`src/rtl/kms_pkg.sv`:
```
// Shared constants, types and helpers for the k-way merge selector.
`timescale 1ns / 1ps

package kms_pkg;

    localparam int MAX_RUNS   = 16;
    localparam int RUN_W      = 4;
    localparam int CNT_W      = 5;
    localparam int KEY_W      = 32;
    localparam int OFF_W      = 40;
    localparam int GROUP_SIZE = 4;
    localparam int NUM_GROUPS = MAX_RUNS / GROUP_SIZE;

    localparam int APB_ADDR_W = 3;
    localparam int APB_DATA_W = 32;

    localparam logic [CNT_W-1:0] RUNS_RESET = CNT_W'(MAX_RUNS);

    // register index, taken from paddr[2]
    localparam logic REG_RUNS_IN_USE = 1'b0;

    localparam logic [1:0] ST_OK        = 2'd0;
    localparam logic [1:0] ST_BUSY      = 2'd1;
    localparam logic [1:0] ST_EXHAUSTED = 2'd2;

    typedef struct packed {
        logic             vld;
        logic [KEY_W-1:0] key;
        logic [RUN_W-1:0] idx;
    } cand_t;

    typedef struct packed {
        logic load_item;
        logic commit;
        logic out_error;
        logic tree1_en;
        logic tree2_en;
        logic emit;
    } cmd_t;

    typedef struct packed {
        logic in_range;
        logic item_error;
        logic out_free;
        logic emit_ok;
        logic emit_last;
    } stat_t;

    // lower index sits in a, so ties keep a
    function automatic cand_t cand_pick(input cand_t a, input cand_t b);
        cand_t r;
        if (!a.vld)
            r = b;
        else if (b.vld && (b.key < a.key))
            r = b;
        else
            r = a;
        return r;
    endfunction

endpackage

```
`src/rtl/kms_if.sv`:
```
// Item channels: incoming run records and outgoing merge results.
`timescale 1ns / 1ps

interface kms_rec_if;
    logic                    valid;
    logic                    ready;
    logic [kms_pkg::RUN_W-1:0] run_index;
    logic [kms_pkg::KEY_W-1:0] record_key;
    logic [kms_pkg::OFF_W-1:0] record_offset;
    logic                    last_of_run;
    logic                    run_empty;

    modport source (
        output valid, run_index, record_key, record_offset, last_of_run, run_empty,
        input  ready
    );
    modport sink (
        input  valid, run_index, record_key, record_offset, last_of_run, run_empty,
        output ready
    );
endinterface

interface kms_res_if;
    logic                    valid;
    logic                    ready;
    logic [kms_pkg::KEY_W-1:0] out_key;
    logic [kms_pkg::OFF_W-1:0] out_offset;
    logic [kms_pkg::RUN_W-1:0] source_run;
    logic                    refill_wanted;
    logic                    merge_done;
    logic [1:0]              status;
    logic                    last_result;

    modport source (
        output valid, out_key, out_offset, source_run, refill_wanted, merge_done,
               status, last_result,
        input  ready
    );
    modport sink (
        input  valid, out_key, out_offset, source_run, refill_wanted, merge_done,
               status, last_result,
        output ready
    );
endinterface

```
`src/rtl/kms_ctrl.sv`:
```
// Sequencing state machine for the merge selector.
`timescale 1ns / 1ps

module kms_ctrl (
    input  logic           clk,
    input  logic           rst_n,
    input  logic           rec_valid,
    output logic           rec_ready,
    input  kms_pkg::stat_t stat,
    output kms_pkg::cmd_t  cmd
);
    import kms_pkg::*;

    localparam logic [2:0] S_IDLE   = 3'd0;
    localparam logic [2:0] S_DECIDE = 3'd1;
    localparam logic [2:0] S_TREE1  = 3'd2;
    localparam logic [2:0] S_TREE2  = 3'd3;
    localparam logic [2:0] S_EMIT   = 3'd4;

    logic [2:0] state_reg;
    logic [2:0] state_next;

    always_ff @(posedge clk or negedge rst_n)
    begin
        if (!rst_n)
            state_reg <= S_IDLE;
        else
            state_reg <= state_next;
    end

    always_comb
    begin
        state_next = state_reg;
        cmd        = '0;
        rec_ready  = 1'b0;
        case (state_reg)
            S_IDLE:
            begin
                rec_ready = 1'b1;
                if (rec_valid)
                begin
                    cmd.load_item = 1'b1;
                    state_next    = S_DECIDE;
                end
            end
            S_DECIDE:
            begin
                if (!stat.in_range)
                    state_next = S_IDLE;
                else if (stat.item_error)
                begin
                    if (stat.out_free)
                    begin
                        cmd.out_error = 1'b1;
                        state_next    = S_IDLE;
                    end
                end
                else
                begin
                    cmd.commit = 1'b1;
                    state_next = S_TREE1;
                end
            end
            S_TREE1:
            begin
                cmd.tree1_en = 1'b1;
                state_next   = S_TREE2;
            end
            S_TREE2:
            begin
                cmd.tree2_en = 1'b1;
                state_next   = S_EMIT;
            end
            S_EMIT:
            begin
                if (!stat.emit_ok)
                    state_next = S_IDLE;
                else if (stat.out_free)
                begin
                    cmd.emit   = 1'b1;
                    state_next = stat.emit_last ? S_IDLE : S_TREE1;
                end
            end
            default:
                state_next = S_IDLE;
        endcase
    end

endmodule

```
`src/rtl/kms_datapath.sv`:
```
// Head slots, run flags, two-stage minimum tree and result register.
`timescale 1ns / 1ps

module kms_datapath (
    input  logic                      clk,
    input  logic                      rst_n,
    input  kms_pkg::cmd_t             cmd,
    output kms_pkg::stat_t            stat,
    input  logic [kms_pkg::CNT_W-1:0] live_runs,
    input  logic [kms_pkg::RUN_W-1:0] run_index,
    input  logic [kms_pkg::KEY_W-1:0] record_key,
    input  logic [kms_pkg::OFF_W-1:0] record_offset,
    input  logic                      last_of_run,
    input  logic                      run_empty,
    kms_res_if.source                 results
);
    import kms_pkg::*;

    // latched item
    logic [RUN_W-1:0] it_run_reg;
    logic [KEY_W-1:0] it_key_reg;
    logic [OFF_W-1:0] it_off_reg;
    logic             it_last_reg;
    logic             it_empty_reg;

    // per-run state
    logic [KEY_W-1:0]    head_key_reg [MAX_RUNS];
    logic [OFF_W-1:0]    head_off_reg [MAX_RUNS];
    logic [MAX_RUNS-1:0] head_valid_reg;
    logic [MAX_RUNS-1:0] head_last_reg;
    logic [MAX_RUNS-1:0] exhausted_reg;

    // min tree
    cand_t            leaf [MAX_RUNS];
    cand_t            grp_next [NUM_GROUPS];
    cand_t            grp_reg [NUM_GROUPS];
    cand_t            best_next;
    logic [RUN_W-1:0] best_idx_reg;

    // result register
    logic             out_valid_reg;
    logic [KEY_W-1:0] out_key_reg;
    logic [OFF_W-1:0] out_off_reg;
    logic [RUN_W-1:0] out_run_reg;
    logic             out_refill_reg;
    logic             out_done_reg;
    logic [1:0]       out_status_reg;
    logic             out_lastres_reg;

    logic [MAX_RUNS-1:0] live;
    logic [MAX_RUNS-1:0] exh_after;
    logic                best_is_last;
    logic                done_after;

    always_comb
    begin
        for (int i = 0; i < MAX_RUNS; i++)
        begin
            live[i]     = CNT_W'(i) < live_runs;
            leaf[i].vld = head_valid_reg[i] & live[i] & ~exhausted_reg[i];
            leaf[i].key = head_key_reg[i];
            leaf[i].idx = RUN_W'(i);
        end
    end

    always_comb
    begin
        for (int g = 0; g < NUM_GROUPS; g++)
            grp_next[g] = cand_pick(cand_pick(leaf[GROUP_SIZE*g], leaf[GROUP_SIZE*g+1]),
                                    cand_pick(leaf[GROUP_SIZE*g+2], leaf[GROUP_SIZE*g+3]));
        best_next = cand_pick(cand_pick(grp_reg[0], grp_reg[1]),
                              cand_pick(grp_reg[2], grp_reg[3]));
    end

    assign best_is_last = head_last_reg[best_idx_reg];

    always_comb
    begin
        exh_after = exhausted_reg;
        if (best_is_last)
            exh_after[best_idx_reg] = 1'b1;
    end

    assign done_after = &(exh_after | ~live);

    assign stat.in_range   = {1'b0, it_run_reg} < live_runs;
    assign stat.item_error = exhausted_reg[it_run_reg] | head_valid_reg[it_run_reg];
    assign stat.out_free   = ~out_valid_reg | results.ready;
    assign stat.emit_ok    = (&(exhausted_reg | head_valid_reg | ~live))
                             & (|(live & ~exhausted_reg));
    assign stat.emit_last  = ~best_is_last | done_after;

    always_ff @(posedge clk)
    begin
        if (cmd.load_item)
        begin
            it_run_reg   <= run_index;
            it_key_reg   <= record_key;
            it_off_reg   <= record_offset;
            it_last_reg  <= last_of_run;
            it_empty_reg <= run_empty;
        end
        if (cmd.commit && !it_empty_reg)
        begin
            head_key_reg[it_run_reg] <= it_key_reg;
            head_off_reg[it_run_reg] <= it_off_reg;
        end
        if (cmd.tree1_en)
            grp_reg <= grp_next;
        if (cmd.tree2_en)
            best_idx_reg <= best_next.idx;
    end

    always_ff @(posedge clk or negedge rst_n)
    begin
        if (!rst_n)
        begin
            head_valid_reg <= '0;
            head_last_reg  <= '0;
            exhausted_reg  <= '0;
        end
        else
        begin
            if (cmd.commit)
            begin
                if (it_empty_reg)
                    exhausted_reg[it_run_reg] <= 1'b1;
                else
                begin
                    head_valid_reg[it_run_reg] <= 1'b1;
                    head_last_reg[it_run_reg]  <= it_last_reg;
                end
            end
            if (cmd.emit)
            begin
                head_valid_reg[best_idx_reg] <= 1'b0;
                exhausted_reg                <= exh_after;
            end
        end
    end

    always_ff @(posedge clk or negedge rst_n)
    begin
        if (!rst_n)
            out_valid_reg <= 1'b0;
        else if (cmd.emit || cmd.out_error)
            out_valid_reg <= 1'b1;
        else if (results.ready)
            out_valid_reg <= 1'b0;
    end

    always_ff @(posedge clk)
    begin
        if (cmd.emit)
        begin
            out_key_reg     <= head_key_reg[best_idx_reg];
            out_off_reg     <= head_off_reg[best_idx_reg];
            out_run_reg     <= best_idx_reg;
            out_refill_reg  <= ~best_is_last;
            out_done_reg    <= done_after;
            out_status_reg  <= ST_OK;
            out_lastres_reg <= ~best_is_last | done_after;
        end
        else if (cmd.out_error)
        begin
            out_key_reg     <= '0;
            out_off_reg     <= '0;
            out_run_reg     <= it_run_reg;
            out_refill_reg  <= 1'b0;
            out_done_reg    <= 1'b0;
            out_status_reg  <= exhausted_reg[it_run_reg] ? ST_EXHAUSTED : ST_BUSY;
            out_lastres_reg <= 1'b1;
        end
    end

    assign results.valid         = out_valid_reg;
    assign results.out_key       = out_key_reg;
    assign results.out_offset    = out_off_reg;
    assign results.source_run    = out_run_reg;
    assign results.refill_wanted = out_refill_reg;
    assign results.merge_done    = out_done_reg;
    assign results.status        = out_status_reg;
    assign results.last_result   = out_lastres_reg;

endmodule

```
`src/rtl/kway_merge_selector_unit.sv`:
```
// Merge selector for up to sixteen sorted runs: one record item in, zero or more results out.
// Records are taken one at a time. An accepted record is checked in the following cycle;
// a busy or exhausted slot gives its error result once the result port is free, or a record
// for a run at or above the clamped runs_in_use count is dropped and the block is ready again. A
// stored record is followed by a two-stage registered minimum tree over the sixteen head slots
// (group registers, then the best index register) and then the emit state. Emission repeats
// while the emitted record closed its run, some live run is not yet exhausted and every such
// run holds a head. A stalled result port holds the controller in its decide or emit state;
// the result register itself lets a record be accepted while a result waits.
`timescale 1ns / 1ps

module kway_merge_selector_unit (
    input  logic                           clk,
    input  logic                           rst_n,
    input  logic                           psel,
    input  logic                           penable,
    input  logic                           pwrite,
    input  logic [kms_pkg::APB_ADDR_W-1:0] paddr,
    input  logic [kms_pkg::APB_DATA_W-1:0] pwdata,
    output logic [kms_pkg::APB_DATA_W-1:0] prdata,
    output logic                           pready,
    kms_rec_if.sink                        records,
    kms_res_if.source                      results
);
    import kms_pkg::*;

    logic [CNT_W-1:0] runs_in_use_reg;
    logic [CNT_W-1:0] live_runs;
    logic             reg_hit;
    cmd_t             cmd;
    stat_t            stat;

    assign pready  = 1'b1;
    assign reg_hit = (paddr[2] == REG_RUNS_IN_USE);

    always_ff @(posedge clk or negedge rst_n)
    begin
        if (!rst_n)
            runs_in_use_reg <= RUNS_RESET;
        else if (psel && penable && pwrite && pready && reg_hit)
            runs_in_use_reg <= pwdata[CNT_W-1:0];
    end

    assign prdata = reg_hit ? {{(APB_DATA_W-CNT_W){1'b0}}, runs_in_use_reg} : '0;

    // zero acts as one run, anything past the slot count as all slots
    always_comb
    begin
        if (runs_in_use_reg == '0)
            live_runs = CNT_W'(1);
        else if (runs_in_use_reg > CNT_W'(MAX_RUNS))
            live_runs = CNT_W'(MAX_RUNS);
        else
            live_runs = runs_in_use_reg;
    end

    kms_ctrl u_ctrl (
        .clk       (clk),
        .rst_n     (rst_n),
        .rec_valid (records.valid),
        .rec_ready (records.ready),
        .stat      (stat),
        .cmd       (cmd)
    );

    kms_datapath u_datapath (
        .clk           (clk),
        .rst_n         (rst_n),
        .cmd           (cmd),
        .stat          (stat),
        .live_runs     (live_runs),
        .run_index     (records.run_index),
        .record_key    (records.record_key),
        .record_offset (records.record_offset),
        .last_of_run   (records.last_of_run),
        .run_empty     (records.run_empty),
        .results       (results)
    );

`ifndef SYNTHESIS
    a_one_record_at_a_time: assert property (@(posedge clk) disable iff (!rst_n)
        records.valid && records.ready |=> !records.ready)
        else $error("record accepted while previous one still in flight");

    a_refill_closes_item: assert property (@(posedge clk) disable iff (!rst_n)
        results.valid && results.refill_wanted |->
            results.last_result && (results.status == ST_OK))
        else $error("refill request not on final ok result");

    a_done_closes_item: assert property (@(posedge clk) disable iff (!rst_n)
        results.valid && results.merge_done |->
            results.last_result && !results.refill_wanted)
        else $error("merge done not on final result");

    a_no_result_while_idle_ready: assert property (@(posedge clk) disable iff (!rst_n)
        results.valid && !$past(results.valid) |-> !records.ready || $past(!records.ready))
        else $error("result appeared without an item in flight");
`endif

endmodule
```
`src/flat_wrapper.sv`:
```
// flat-port wrapper written by rule: the top's interface ports become plain ports
module kway_merge_selector_unit_flat import kms_pkg::*;
  (clk, rst_n, psel, penable, pwrite, paddr, pwdata, prdata, pready, records_valid, records_run_index, records_record_key, records_record_offset, records_last_of_run, records_run_empty, records_ready, results_valid, results_out_key, results_out_offset, results_source_run, results_refill_wanted, results_merge_done, results_status, results_last_result, results_ready);
  kms_rec_if records_i ();
  kms_res_if results_i ();
  input  logic clk;
  input  logic rst_n;
  input  logic psel;
  input  logic penable;
  input  logic pwrite;
  input  logic [kms_pkg::APB_ADDR_W-1:0] paddr;
  input  logic [kms_pkg::APB_DATA_W-1:0] pwdata;
  output logic [kms_pkg::APB_DATA_W-1:0] prdata;
  output logic pready;
  input wire logic [$bits(records_i.valid)-1:0] records_valid;
  input wire logic [$bits(records_i.run_index)-1:0] records_run_index;
  input wire logic [$bits(records_i.record_key)-1:0] records_record_key;
  input wire logic [$bits(records_i.record_offset)-1:0] records_record_offset;
  input wire logic [$bits(records_i.last_of_run)-1:0] records_last_of_run;
  input wire logic [$bits(records_i.run_empty)-1:0] records_run_empty;
  output wire logic [$bits(records_i.ready)-1:0] records_ready;
  output wire logic [$bits(results_i.valid)-1:0] results_valid;
  output wire logic [$bits(results_i.out_key)-1:0] results_out_key;
  output wire logic [$bits(results_i.out_offset)-1:0] results_out_offset;
  output wire logic [$bits(results_i.source_run)-1:0] results_source_run;
  output wire logic [$bits(results_i.refill_wanted)-1:0] results_refill_wanted;
  output wire logic [$bits(results_i.merge_done)-1:0] results_merge_done;
  output wire logic [$bits(results_i.status)-1:0] results_status;
  output wire logic [$bits(results_i.last_result)-1:0] results_last_result;
  input wire logic [$bits(results_i.ready)-1:0] results_ready;
  assign records_i.valid = records_valid;
  assign records_i.run_index = records_run_index;
  assign records_i.record_key = records_record_key;
  assign records_i.record_offset = records_record_offset;
  assign records_i.last_of_run = records_last_of_run;
  assign records_i.run_empty = records_run_empty;
  assign records_ready = records_i.ready;
  assign results_valid = results_i.valid;
  assign results_out_key = results_i.out_key;
  assign results_out_offset = results_i.out_offset;
  assign results_source_run = results_i.source_run;
  assign results_refill_wanted = results_i.refill_wanted;
  assign results_merge_done = results_i.merge_done;
  assign results_status = results_i.status;
  assign results_last_result = results_i.last_result;
  assign results_i.ready = results_ready;
  kway_merge_selector_unit u_core (.clk(clk), .rst_n(rst_n), .psel(psel), .penable(penable), .pwrite(pwrite), .paddr(paddr), .pwdata(pwdata), .prdata(prdata), .pready(pready), .records(records_i), .results(results_i));
endmodule
```
`config.mk`:
```
export PLATFORM = sky130hd
export DESIGN_NAME = kway_merge_selector_unit_flat
export DESIGN_NICKNAME = d
export VERILOG_FILES = /design/src/rtl/kms_pkg.sv /design/src/rtl/kms_if.sv /design/src/rtl/kms_ctrl.sv /design/src/rtl/kms_datapath.sv /design/src/rtl/kway_merge_selector_unit.sv /design/src/flat_wrapper.sv
export SDC_FILE = /design/constraint.sdc
export NUM_CORES = 2
export LEC_CHECK = 0
export ABC_CLOCK_PERIOD_IN_PS = 8500
export BUFFER_PORTS_ARGS = -buffer_cell sky130_fd_sc_hd__buf_2
export CORE_MARGIN = 4
export CORE_UTILIZATION = 35
export DETAILED_ROUTE_END_ITERATION = 16
export PLACE_DENSITY_LB_ADDON = 0.05
export RECOVER_POWER = 50
export SKIP_CTS_REPAIR_TIMING = 1
export SLEW_MARGIN = 25
export SYNTH_ARGS = -nofsm -noshare
export SYNTH_HDL_FRONTEND = slang
export SYNTH_SLANG_ARGS = --single-unit
```
`constraint.sdc`:
```
create_clock -name clk -period 8.5 [get_ports clk]
set_clock_uncertainty 0.1 [all_clocks]
set_input_delay 0.85 -clock clk [delete_from_list [all_inputs] [get_ports clk]]
set_output_delay 0.85 -clock clk [all_outputs]
set_load 0.01 [all_outputs]
```
# ---- After elaboration in Yosys (flattened, before gate mapping)
# Memories as Yosys holds them, arrays and structs flattened. A register that Yosys moved wholly into a read port is not among the register bits.
# Index checks and enable logic that the tools add are counted.
dict set report op_classes {
  n_bitwise 67
  n_eq_ne 7
  muxes 89
  n_reduce_logical 35
  magnitude_cmp 37
}
# cell count
set ops {}
lappend ops {{2-to-1 mux 37 bit} 28}
lappend ops {{less-than comparator 32 bit} 15}
lappend ops {{2-to-1 mux 16 bit} 7}
lappend ops {{OR 16 bit} 6}
lappend ops {{2-to-1 mux 40 bit} 2}
lappend ops {{2-to-1 mux 32 bit} 2}
lappend ops {{inverter 16 bit} 3}
lappend ops {{less-than comparator 4 x 5 -> 1 bit, first input constant} 8}
lappend ops {{bitwise AND 1 bit} 33}
lappend ops {{bitwise AND 16 bit} 2}
lappend ops {{AND reduction 16 bit} 2}
lappend ops {{2-to-1 mux 1 bit} 24}
lappend ops {{2-to-1 mux 4 bit} 6}
lappend ops {{logical AND 1 bit} 21}
lappend ops {{less-than comparator 3 x 5 -> 1 bit, first input constant} 4}
lappend ops {{inverter 1 bit} 20}
lappend ops {{2-to-1 mux 3 bit} 6}
lappend ops {{bitwise mux 16 bit} 1}
lappend ops {{OR reduction 16 bit} 1}
lappend ops {{2-to-1 mux 5 bit} 3}
lappend ops {{case mux 3 bit (5 select lines)} 1}
lappend ops {{binary-select mux 1 bit (select 4 bit)} 3}
lappend ops {{less-than comparator 1 x 5 -> 1 bit, first input constant} 2}
lappend ops {{less-than comparator 2 x 5 -> 1 bit, first input constant} 2}
lappend ops {{other kinds (20)} 33}
dict set report totals {
  reg_bits 368
  input_bits 120
  ramBits 1152
  memories 2
  wordCells 268
  output_inout_bits 116
}
# name depth width read_ports rd_clocked_by_memory_dff wr line
set memory_table {}
lappend memory_table {u_core.u_datapath.head_off_reg 16 40 1 1 1 kms_datapath.sv:28} ;# logic [OFF_W-1:0] head_off_reg [MAX_RUNS];
lappend memory_table {u_core.u_datapath.head_key_reg 16 32 17 1 1 kms_datapath.sv:27} ;# logic [KEY_W-1:0] head_key_reg [MAX_RUNS];

# ---- Depth between registers and ports, before layout
dict set report depth {
  depth_word 13
  depth_mapped 24
  ltp_nobuf 21
}

# ---- Modules after synthesis
# Synthesis repeated with hierarchy kept, for this count alone.
dict set report hier_totals {
  cells_unflattened 4653
  area_unflattened_um2 73463.0
}
# mod n_inst cells_per_inst area_each_um2 seq_area_each_um2
set by_module_without_submodules {}
lappend by_module_without_submodules {kms_datapath 1 4573 72713.5 44978.1}
lappend by_module_without_submodules {kway_merge_selector_unit 1 53 500.5 126.4}
lappend by_module_without_submodules {kms_ctrl 1 27 249.0 75.1}

# ---- Worst setup path before layout
# OpenSTA, ideal clock, no wires.
dict set report synth_path {
  path_kind {register -> register}
  start {register u_core.runs_in_use_reg[4]}
  end {register u_core.u_datapath.out_lastres_reg, in the netlist u_core.u_datapath.results.last_result, enable pin}
  arrival_time_ns 7.531
  setup_time_ns 0.626
  period_less_slack_ns 8.257
  path_slack_ns 0.243
  required_time_ns 7.774
  stages_incl_launch_ff 10
  path_buffers 1
  cell_sequence {dfstp_2 -> buf_2 -> inv_2 -> nand2_1 -> ha_1 -> a21o_1 -> a21o_1 -> a31oi_1 -> o21ai_0 -> o21ai_0}
}
dict set report synth_between {
  elab_chain_len 11
  word_cells_on_any_way 32
  classes_between {18 x order compare; 6 x mux; 4 x bitwise; 4 x reduce/logical}
}
# element line
set synth_lines {}
lappend synth_lines {{start: declaration} kway_merge_selector_unit.sv:27} ;# logic [CNT_W-1:0] runs_in_use_reg;
lappend synth_lines {{start signal: assignment} kway_merge_selector_unit.sv:41} ;# runs_in_use_reg <= pwdata[CNT_W-1:0];
lappend synth_lines {{greater-than comparator 5 bit} kway_merge_selector_unit.sv:51} ;# else if (runs_in_use_reg > CNT_W'(MAX_RUNS))
lappend synth_lines {{2-to-1 mux 5 bit} kway_merge_selector_unit.sv:51}
lappend synth_lines {{2-to-1 mux 5 bit *} kway_merge_selector_unit.sv:49} ;# if (runs_in_use_reg == '0)
lappend synth_lines {{less-than comparator 1 x 5 -> 1 bit (tied with other cells)} kms_datapath.sv:59} ;# live[i] = CNT_W'(i) < live_runs;
lappend synth_lines {{inverter 16 bit} kms_datapath.sv:89} ;# assign stat.emit_ok = (&(exhausted_reg | head_valid_reg | ~live))
lappend synth_lines {{OR 16 bit} kms_datapath.sv:89}
lappend synth_lines {{AND reduction 16 bit} kms_datapath.sv:89}
lappend synth_lines {{bitwise AND 1 bit} kms_datapath.sv:90} ;# & (|(live & ~exhausted_reg));
lappend synth_lines {{2-to-1 mux 1 bit} kms_ctrl.sv:76} ;# if (!stat.emit_ok)
lappend synth_lines {{2-to-1 mux 1 bit} kms_ctrl.sv:36} ;# case (state_reg)
lappend synth_lines {{nonzero test 2 bit (no line) *} --}
lappend synth_lines {{end signal: assignment} kms_datapath.sv:162} ;# out_lastres_reg <= ~best_is_last | done_after;
lappend synth_lines {{end: declaration} kms_datapath.sv:48} ;# logic out_lastres_reg;
# Mark *: on every way between the ends. The rest lies on a longest branch, timed or not.
# A chain may end at the register's enable or synchronous reset.

==> run metrics <==
Die Span Y=468 um; max reg flops=640; unrepaired setup endpoints after global routing=no; row cnt=168; status=finished, violations left; top post-synthesis cells by area=edfxtp_1, mux4_2, ha_1; Post-Syn Area=74000 um2; most instantiated library cell after synthesis=edfxtp_1; EDFF count, synth=1453; die extent in x=468 um; Synth warnings=0; pwr dens=280 nW/um2; hold_ws=82.2 ps; CTS sink cnt=1516; min-delay worst type=in -> reg; Pre-antenna DRT Iters=6; top_reg_cell synth=edfxtp_1; fin area=84400 um2; clk root buf=clkbuf_16; CTS tree=done; antenna violations before repair=26; CTS buffer count=176; hpwl dp=162000 um; core outline area=210000 um2; placed cell areas=78800 um2; grt ovf=0; Avg Cell Area, Syn=15.0 um2; critical path capture point type=flip-flop; failing checks=capacitance limit, slew limit; max-slew violations=272; vias per cell=5.45; post-synth top area cell=edfxtp_1; leak pwr=30.7 nW; final hold violation count=0; CP top delay family=simple AND/OR/NAND/NOR gates; TNS Setup=0 ps; Synth async-reset ratio=0.0376; final setup violation count=0; most numerous cell on the critical path=mux2i_1; synthesis-to-finish area growth=14.1%; CP Launch Type=flip-flop; register bit total from synthesis=1516; Vias=44300; DR iter-0 viols=4221; DR WL/cell=30.1 um; Crit-path slowest cell=dfstp_1; vias in the first global route=44900; total buffers and inverters traversed by the critical path=3; # H-tree levels=4; # IOs=236; Max-slew headroom=-1.95; Max IR drop VDD=0.221 mV; total of max-cap violations=4; Starting Density=0.352; CP max FO=25; synth unique cells=87; synthesized instance count=4915; Max clock buf depth=3; top post-synthesis cells by count=edfxtp_1, inv_1, ha_1; sequential share of the synthesized area=0.611; crit path DAT=7920 ps; slew of the pin with the lowest slew margin=4420 ps; Critical Path RT=8930 ps; Total Routing Usage GR=0.222; top cell type's share of synthesized area=0.590; CP max stage delay=900 ps; minimum clock period=7500 ps; WS Path Type=reg -> reg; first-pass GRT wire length=344000 um; maximum operating frequency=133 MHz; nets@finish=5770; share of cells above drive strength 1=0.167; clock-pin slew on the worst setup and hold paths=60 ps; DR DRC count=0; Antenna Violating Nets Remaining=0; routed wire length=245000 um; routability-driven placement congestion ratio=0.856; critical-path cell list=nor3_2 > nor2_1 > nor4bb_1 > a41oi_1 > a21o_2 > buf_4 > mux2i_1 > inv_1 > ha_1 > nand4_1 > nor4_2 > and3_1 > or3b_2 > a311oi_1 > o21ai_4 > buf_12 > mux2i_1; largest net degree at the start of global routing=141; Tcrit/Tclk final=0.882; Die ar.=219000 um2; worst skew pair latency=840 ps; number of I/O port buffers=178
stage by stage:
step / worst slack [ps] / cells / util / power (mW)
floorplan: 243 / 4941 / - / 13.7
global placement: 1040 / 7808 / 0.375 / 16.3
detailed placement: 914 / 7808 / 0.375 / 16.3
CTS: 899 / 8127 / 0.403 / 23.9
global route: 888 / 8129 / 0.402 / 24.7
finish: 1000 / 8135 / 0.402 / 23.6
routing by layer:
metal,part of all wire,track usage,wire (um),vias up
met3,0.056,0.0342,13600,301
met5,0.00011,0,27,-
met1,0.45,0.316,111000,23100
met4,0.025,0.0542,6050,4
met2,0.47,0.359,115000,1261
li1,-,-,-,19700
final timing paths:
check | from | to | slack [ps] | depth (start not counted)
hold reg to reg | u_core.u_datapath.results.status[1] | u_core.u_datapath.results.status[1] | 380 | 2
min in group asynchronous | rst_n | u_core.u_datapath.exhausted_reg[8] | 1240 | 2
setup reg to reg | u_core.runs_in_use_reg[4] | u_core.u_datapath.grp_reg[145] | 1000 | 17
setup / recovery | u_core.runs_in_use_reg[4] | u_core.u_datapath.grp_reg[145] | 1000 | 17
max in group asynchronous | rst_n | u_core.u_datapath.exhausted_reg[10] | 5080 | 2
hold / removal | records_record_key[4] | u_core.u_datapath.it_key_reg[4] | 80 | 1
power by group:
| group | internal, mW | switching, mW | total, mW | leakage, nW |
|---|---|---|---|---|
| sequential | 9.25 | 0.740 | 9.99 | 13.9 |
| clock | 4.29 | 3.22 | 7.50 | 2.74 |
| combinational | 2.43 | 3.68 | 6.11 | 14.0 |
| total | 16.0 | 7.64 | 23.6 | 30.7 |
final cells by class:
class | count | area (um2)
clock inverter | 95 | 1070
inverter | 494 | 1850
clock buffer | 224 | 4640
fill | 19400 | 126000
tap | 2805 | 3510
sequential | 1516 | 45200
antenna | 7 | 17.5
timing repair buffer | 288 | 1850
multi-input combinational | 2706 | 26300
cell usage in the layout (no fill, tap or decap), drive strengths merged, types with 182 or more instances in the layout:
| master | netlist | routed |
|---|---|---|
| inv | 494 | 496 |
| buf | 106 | 182 |
| mux2i | 233 | 233 |
| clkbuf | 119 | 330 |
| ha | 468 | 468 |
| mux4 | 375 | 375 |
| nand2 | 184 | 184 |
| edfxtp | 1453 | 1453 |
| a21oi | 300 | 300 |
| nor2 | 207 | 207 |
cells by family (layout without fill, tap and decap cells):
logic type               after synthesis  count (layout)  synth area share
AO/OA/AOI/OAI                        818             818            0.0698
adder cells (fa/ha/maj)              468             468            0.0792
buffers and inverters                719            1101            0.0397
flip-flops                          1516            1516             0.611
multiplexers                         638             638             0.150
other                                  2              35          0.000102
AND/OR/NAND/NOR                      754             754            0.0501
Note: power is estimated with default switching activity, not from simulation.
